## src/sv/spq_pkg.sv

```systemverilog
package spq_pkg;

	localparam int CAPACITY     = 16;
	localparam int KEY_WIDTH    = 32;
	localparam int HANDLE_WIDTH = 16;
	localparam int CNT_W        = $clog2(CAPACITY + 1);

	typedef enum logic [1:0] {
		CMD_ENQ  = 2'd0,
		CMD_REM  = 2'd1,
		CMD_PEEK = 2'd2
	} cmd_e;

	typedef enum logic [1:0] {
		ST_OK      = 2'd0,
		ST_FULL    = 2'd1,
		ST_MISSING = 2'd2
	} status_e;

	typedef struct packed {
		cmd_e                    command;
		logic [KEY_WIDTH-1:0]    item_key;
		logic [HANDLE_WIDTH-1:0] item_handle;
	} req_t;

	typedef struct packed {
		status_e                 status;
		logic                    head_valid;
		logic [KEY_WIDTH-1:0]    head_key;
		logic [HANDLE_WIDTH-1:0] head_handle;
		logic [CNT_W-1:0]        entry_count;
	} rsp_t;

	typedef struct packed {
		logic [KEY_WIDTH-1:0]    key;
		logic [HANDLE_WIDTH-1:0] handle;
	} entry_t;

	// broadcast to every cell for one transaction
	typedef struct packed {
		logic                    enq;
		logic                    rem;
		logic [KEY_WIDTH-1:0]    key;
		logic [HANDLE_WIDTH-1:0] handle;
	} ctl_t;

endpackage

```

## src/sv/spq_cell.sv

```systemverilog
module spq_cell (
	input  logic          clk,
	input  spq_pkg::ctl_t ctl,
	input  logic          occ,
	input  logic          first,
	input  logic          left_move,
	input  spq_pkg::entry_t left_entry,
	input  spq_pkg::entry_t right_entry,
	input  logic          hit_in,
	output spq_pkg::entry_t entry,
	output logic          move,
	output logic          hit_out
);

	spq_pkg::entry_t entry_q;
	spq_pkg::entry_t entry_nxt;
	logic            cond;
	logic            match;

	assign entry = entry_q;

	// head is displaced only by a strictly smaller key
	assign cond    = first ? (ctl.key < entry_q.key) : (entry_q.key >= ctl.key);
	assign move    = ctl.enq && occ && cond;
	assign match   = occ && (entry_q.handle == ctl.handle);
	assign hit_out = hit_in || match;

	always_comb begin
		entry_nxt = entry_q;
		if (ctl.enq) begin
			if (left_move && !first) begin
				entry_nxt = left_entry;
			end else if (move || !occ) begin
				entry_nxt.key    = ctl.key;
				entry_nxt.handle = ctl.handle;
			end
		end else if (ctl.rem) begin
			// close the gap: everything from the first match onward shifts toward the head
			if (hit_out) begin
				entry_nxt = right_entry;
			end
		end
	end

	always_ff @(posedge clk) begin
		entry_q <= entry_nxt;
	end

endmodule

```

## src/sv/sorted_priority_queue_unit.sv

```systemverilog
// The result of a transaction is registered and offered on rsp in the cycle after it is accepted.
// Throughput: one transaction per cycle while the response is not stalled; every cell of the chain shifts, inserts or
// holds in that single cycle, and the entry count register updates alongside.
// Reset clears the entry count and the response valid; cell contents stay undefined
// and are never read until written.
module sorted_priority_queue_unit (
	input  logic          clk,
	input  logic          arst_n,
	input  logic          req_valid,
	output logic          req_stall,
	input  spq_pkg::req_t req,
	output logic          rsp_valid,
	input  logic          rsp_stall,
	output spq_pkg::rsp_t rsp
);

	logic [spq_pkg::CNT_W-1:0] count_q;
	logic [spq_pkg::CNT_W-1:0] count_nxt;
	logic                      rsp_valid_q;
	spq_pkg::status_e          status_q;
	spq_pkg::status_e          status_nxt;
	logic                      accept;
	logic                      full;
	logic                      found;
	spq_pkg::ctl_t             ctl;

	spq_pkg::entry_t entries [spq_pkg::CAPACITY];
	logic            moves   [spq_pkg::CAPACITY];
	logic            hits    [spq_pkg::CAPACITY+1];

	assign req_stall = rsp_valid_q && rsp_stall;
	assign accept    = req_valid && !req_stall;
	assign full      = (count_q == spq_pkg::CNT_W'(spq_pkg::CAPACITY));
	assign found     = hits[spq_pkg::CAPACITY];
	assign hits[0]   = 1'b0;

	// cell controls depend only on the request, the stall and the count, never on the match chain
	always_comb begin
		ctl.enq    = accept && (req.command == spq_pkg::CMD_ENQ) && !full;
		ctl.rem    = accept && (req.command == spq_pkg::CMD_REM);
		ctl.key    = req.item_key;
		ctl.handle = req.item_handle;
	end

	always_comb begin
		status_nxt = spq_pkg::ST_OK;
		count_nxt  = count_q;
		unique case (req.command)
			spq_pkg::CMD_ENQ: begin
				if (full) begin
					status_nxt = spq_pkg::ST_FULL;
				end else begin
					count_nxt = count_q + 1'b1;
				end
			end
			spq_pkg::CMD_REM: begin
				if (found) begin
					count_nxt = count_q - 1'b1;
				end else begin
					status_nxt = spq_pkg::ST_MISSING;
				end
			end
			default: begin
				status_nxt = spq_pkg::ST_OK;
			end
		endcase
	end

	for (genvar i = 0; i < spq_pkg::CAPACITY; i++) begin : g_cell
		logic            occ;
		logic            left_move;
		spq_pkg::entry_t left_entry;
		spq_pkg::entry_t right_entry;

		assign occ = (spq_pkg::CNT_W'(i) < count_q);

		if (i == 0) begin : g_first
			assign left_move  = 1'b0;
			assign left_entry = entries[0];
		end else begin : g_rest
			assign left_move  = moves[i-1];
			assign left_entry = entries[i-1];
		end

		if (i == spq_pkg::CAPACITY - 1) begin : g_last
			assign right_entry = entries[i];
		end else begin : g_mid
			assign right_entry = entries[i+1];
		end

		spq_cell u_cell (
			.clk         (clk),
			.ctl         (ctl),
			.occ         (occ),
			.first       (i == 0),
			.left_move   (left_move),
			.left_entry  (left_entry),
			.right_entry (right_entry),
			.hit_in      (hits[i]),
			.entry       (entries[i]),
			.move        (moves[i]),
			.hit_out     (hits[i+1])
		);
	end

	always_ff @(posedge clk or negedge arst_n) begin
		if (!arst_n) begin
			count_q     <= '0;
			rsp_valid_q <= 1'b0;
		end else begin
			if (accept) begin
				count_q     <= count_nxt;
				rsp_valid_q <= 1'b1;
			end else if (!rsp_stall) begin
				rsp_valid_q <= 1'b0;
			end
		end
	end

	always_ff @(posedge clk) begin
		if (accept) begin
			status_q <= status_nxt;
		end
	end

	// cells and count hold while the response is stalled, so the payload stays put
	assign rsp_valid        = rsp_valid_q;
	assign rsp.status       = status_q;
	assign rsp.head_valid   = (count_q != '0);
	assign rsp.head_key     = rsp.head_valid ? entries[0].key : '0;
	assign rsp.head_handle  = rsp.head_valid ? entries[0].handle : '0;
	assign rsp.entry_count  = count_q;

endmodule

```

## config.mk

```make
export PLATFORM = sky130hd
export DESIGN_NAME = sorted_priority_queue_unit
export DESIGN_NICKNAME = d
export VERILOG_FILES = /design/src/sv/spq_pkg.sv /design/src/sv/spq_cell.sv /design/src/sv/sorted_priority_queue_unit.sv
export SDC_FILE = /design/constraint.sdc
export NUM_CORES = 2
export LEC_CHECK = 0
export BUFFER_PORTS_ARGS = -buffer_cell sky130_fd_sc_hd__buf_2
export CORE_AREA = 2 2 339 341
export DETAILED_ROUTE_END_ITERATION = 6
export DIE_AREA = 0 0 341 343
export PLACE_DENSITY = 0.7
export SKIP_LAST_GASP = 1
export SYNTH_ARGS = -nofsm -noshare
export SYNTH_HDL_FRONTEND = slang
export SYNTH_HIERARCHICAL = 1
export SYNTH_SLANG_ARGS = --single-unit
```

## constraint.sdc

```tcl
create_clock -name clk -period 12.4 [get_ports clk]
set_clock_uncertainty 0.2 [all_clocks]
set_input_delay 1.24 -clock clk [delete_from_list [all_inputs] [get_ports clk]]
set_output_delay 1.24 -clock clk [all_outputs]
set_load 0.05 [all_outputs]
```

; Yosys cells after proc, flatten, opt, wreduce, memory -nomap -nowiden
; Cells that the tools add are included.
[op_classes]
n_addsub = 2
magnitude_cmp = 32
n_eq_ne = 36
n_mux = 86
reduce_logical = 139
[op_table]
columns = cell, n
row1 = 48-bit 2-to-1 mux, 76
row2 = 32-bit greater-or-equal comparator, 15
row3 = 16-bit == test, 16
row4 = 1-bit logical AND, 53
row5 = 3-bit AND reduction, 15
row6 = "4-bit by 5-bit < comparator with 1-bit output, first input constant", 8
row7 = "3-bit by 1-bit inequality test with 1-bit output, second input constant", 13
row8 = 2-bit nonzero test, 18
row9 = 32-bit < comparator, 1
row10 = 32-bit 2-to-1 mux, 1
row11 = 1-bit logical OR, 31
row12 = "3-bit by 5-bit < comparator with 1-bit output, first input constant", 4
row13 = 1-bit zero test, 18
row14 = 16-bit 2-to-1 mux, 1
row15 = "1-bit by 5-bit < comparator with 1-bit output, first input constant", 2
row16 = "2-bit by 5-bit < comparator with 1-bit output, first input constant", 2
row17 = 5-bit 2-to-1 mux, 2
row18 = 5-bit case mux with 2 select lines, 1
row19 = "2-bit inequality test, second input constant", 3
row20 = "5-bit by 1-bit adder with 5-bit output, second input constant", 1
row21 = "5-bit == test, second input constant", 1
row22 = 5-bit nonzero test, 1
row23 = "5-bit by 1-bit subtractor with 5-bit output, second input constant", 1
row24 = 2-bit case mux with 2 select lines, 1
row25 = other kinds (8), 10
[totals]
ff_bits = 776
output_inout_bits = 58
wordCells = 330

; Depth between registers and ports, before layout
[depth]
depth_word = 19
depth_mapped = 23
ltp_nobuf = 23

; Hierarchy
; Netlist, hierarchy kept.
[modules_own_cells]
columns = module, instances, cells_each, area_per_inst_um2, seq_area_each_um2
row1 = spq_cell at g_cell[0].u_cell ..., 15, 353, 3448.3, 1441.4
row2 = spq_cell at g_cell[9].u_cell, 1, 355, 3534.6, 1441.4
row3 = sorted_priority_queue_unit, 1, 131, 994.7, 210.2

; Worst setup path after synthesis
; Ideal clock, no wire load.
[synth_timing]
kind = input -> register
from = in req_valid
to = reg g_cell[11].u_cell.entry_q, in the netlist g_cell[11].u_cell/entry[0], enable pin
arrival_time_ps = 6507
path_slack_ps = 5212
cell_stages = 12
n_path_buf = 5
cell_sequence = a21boi_0 -> nand2_1 -> nor3_1 -> clkbuf_1 -> clkbuf_1 -> nand2_1 -> nor2_1 -> nand2b_1 -> clkbuf_1 -> buf_2 -> buf_4 -> a41oi_1
[synth_lines]
columns = element, line_no
row1 = "start, declared", sorted_priority_queue_unit.sv:9  ; input logic req_valid,
row2 = "end signal, assigned", spq_cell.sv:46  ; entry_q <= entry_nxt;
row3 = "end, declared", spq_cell.sv:15  ; spq_pkg::entry_t entry_q;

; Worst setup path in the final report
[layout_timing]
from = reg count_q[4] in the netlist's numbering
to = reg g_cell[15].u_cell.entry_q, in the netlist g_cell[15].u_cell/entry[17], enable pin
[layout_between]
elab_chain_len = 8
elab_cells_between_ends = 13
[layout_rtl]
columns = element, line_no
row1 = "start, declared", sorted_priority_queue_unit.sv:17  ; logic [spq_pkg::CNT_W-1:0] count_q;
row2 = "start signal, assigned", sorted_priority_queue_unit.sv:112  ; count_q <= count_nxt;
row3 = branches (longest 7 deep; another with 4-bit by 5-bit < comparator with 1-bit output), --
row4 = 2-bit AND reduction (no source line) *, --
row5 = "end signal, assigned", spq_cell.sv:46
row6 = "end, declared", spq_cell.sv:15
; Every way passes the cells marked *.
; A chain may end at the register's enable or synchronous reset.

==> metrics.yaml <==
ys_warn_count: 6
rsz0062_at_grt: "false"
worst_pin_slew_ps: 1106
root_buffer: "clkbuf_16"
grt_usage_pct: 22.55
grt_pass1_wl_um: 217500
numCtsBuffers: 90
crit_type: "reg -> reg"
crit_path_top_delay_cell: "nor3_1"
avgSynthCellArea_um2: 9.733
r2r_slack_ps: 5680
met2_usage_pct: 35.11
hold_viol: 0
cpPeakStageDelay_ps: 730
core-area_mm2: 0.1134
syn_inst: 5779
viasPerCell: 5.647
finalSetupViolations: 0
cts_resized: 0
grt-ovfl-total: 0
wl_per_cell_um: 18.25
antenna_found_initial: 7
gp_congestion: 0.8645
dpl.cell_count: 7222
initial_core_util_pct: 49.59
critPathMostFrequentCell: "a41o_1"
reg2reg_from: "count_q[4]$_DFFE_PN0P_"
clock_power_share_pct: 36.8
critPathCaptureType: "register"
total_leakage_power_nw: 29.90
finalMaxSlewViolations: 0
grt_max_degree: 253
row_count: 124
grt_use_met1_pct: 33.00
die-area_mm2: 0.1170
comb_power_share_pct: 17.9
clk_latency_ps: 670
cts_tree: "done"
first_pass_iters: 6
hold_path.class: "in -> async"
busiest_layer: "met2"
final_util_pct: 54.09
critPathArrivalTime_ps: 6840
area_growth_pct: 9.058
netlist_area_mm2: 0.05625
dp_hpwl_um: 99490
power_density_mw_per_mm2: 114.6
start_kind: "register"
grt_util_met3_pct: 2.848
startpoint: "count_q[4]$_DFFE_PN0P_"
p_sw_mw: 2.050
r2r_cells: 21
drt-initial-drc-count: 3507
seq_power_share_pct: 45.3
ctsHoldBuffers: 0
route.detailed.drc: 0
status: "finished clean"
vias: 41686
grt_pass1_vias: 40464
num_io_pins: 112
fmax_ghz: 0.1487
drtAntennaViolNets: 0
drive_above_1_share_pct: 6.766
numClockSinks: 776
wl_um: 134700
path_max_fanout: 48
clk_pin_slew_ps: 60
cts.htree.levels: 3
fin_cells: 7382
die_w_um: 341
r2r-end: "g_cell[15].u_cell/entry[17]$_DFFE_PP_"
path_cells: "nor3_1 -> nand2_1 -> a41o_1 -> a41o_1 -> a41o_1 -> a41o_1 -> a41o_1 -> a41o_1 -> a41o_1 -> a41o_1 -> a41o_1 -> a41o_2 -> a41o_1 -> a41o_1 -> a41o_1 -> a41o_1 -> a41o_1 -> a41o_1 -> a21oi_1 -> a41oi_4 -> buf_4"
nNetsFinal: 6372
fin_setup_tns_ps: 0
cts_setup_buffers: 0
ir_drop_mv: 0.09523
die_h_um: 343
power.total_mw: 7.030
slew_headroom_pct: 26.27
port_buffers: 111
clock_path_buffers: 3
p_sw_share_pct: 29.15
required_ps: 12520
fin_crit_ps: 6725
intPower_mw: 4.981
fin_crit_sh_pct: 54.23
hold_ws_ps: 229.5
cap_viol_max_count: 0
==> metrics by stage <==
step	worst slack (ps)	area, um2
4_1_cts	5839	61340
5_1_grt	5462	61340
3_5_place_dp	5163	58510
6_report	5675	61340
2_1_floorplan	5212	56360
3_3_place_gp	5256	58510
==> worst max-delay path by stage <==
| stage | endpoint | slack (ps) | depth (start not counted) |
|---|---|---|---|
| 2_1_floorplan | g_cell[11].u_cell/entry[0]$_DFFE_PP_ | 5210 | 12 |
| 3_3_place_gp | g_cell[15].u_cell/entry[22]$_DFFE_PP_ | 5260 | 23 |
| 3_5_place_dp | g_cell[15].u_cell/entry[23]$_DFFE_PP_ | 5160 | 23 |
| 4_1_cts | g_cell[15].u_cell/entry[17]$_DFFE_PP_ | 5840 | 21 |
| 5_1_grt | g_cell[15].u_cell/entry[17]$_DFFE_PP_ | 5460 | 21 |
| 6_report | g_cell[15].u_cell/entry[17]$_DFFE_PP_ | 5680 | 21 |
==> power by group through the flow <==
stage               clock network (mW)  logic, mW  registers [mW]
floorplan                            0      0.867            3.21
global placement                     0       1.20            3.23
detailed placement                   0       1.25            3.23
CTS                               2.64       1.25            3.18
global route                      2.73       1.40            3.20
finish                            2.58       1.26            3.19
==> cell type report <==
class                           count  area [um2]
Fill cell                        9918       52070
Antenna cell                        2       5.005
Tap cell                         1512        1892
Clock inverter                     48       451.7
Timing Repair Buffer              182        1126
Clock buffer                      110        2370
Sequential cell                   776       23270
Inverter                          536        2012
Multi-Input combinational cell   4216       30210
==> cell usage in the layout (no fill, tap or decap), types with 48 or more instances in the layout <==
cell type    n
mux2i_1    769
buf_4       68
edfxtp_1   770
nand3_1     62
xnor2_1    195
nand2_1    153
inv_1      536
nor2b_1     48
a21oi_1    981
buf_2      111
o21ai_0     86
clkbuf_16   92
xor2_1      66
nor2_1     823
nand4_1    111
ha_1       516
==> routing by layer <==
layer	part of all wire [%]	up-vias	wire length, um
met5	0.039	-	52
met4	2.5	8	3349
met3	5.3	218	7141
met2	44	1108	58970
met1	48	19457	65190
li1	-	20895	-
==> critical path, delay by kind of cell (launching register included) <==
family / cells / cell delay [ps]
compound gates: 18 / 4050
buf+inv: 1 / 390
flops: 1 / 610
simple gates: 2 / 1080
==> sequential cells by signal, indices dropped and copies added, names as in the netlist <==
register / cells
g_cell.u_cell/entry: 768
count_q: 5
status_q: 2
rsp_valid: 1
Power figures use the tool's default switching activity.
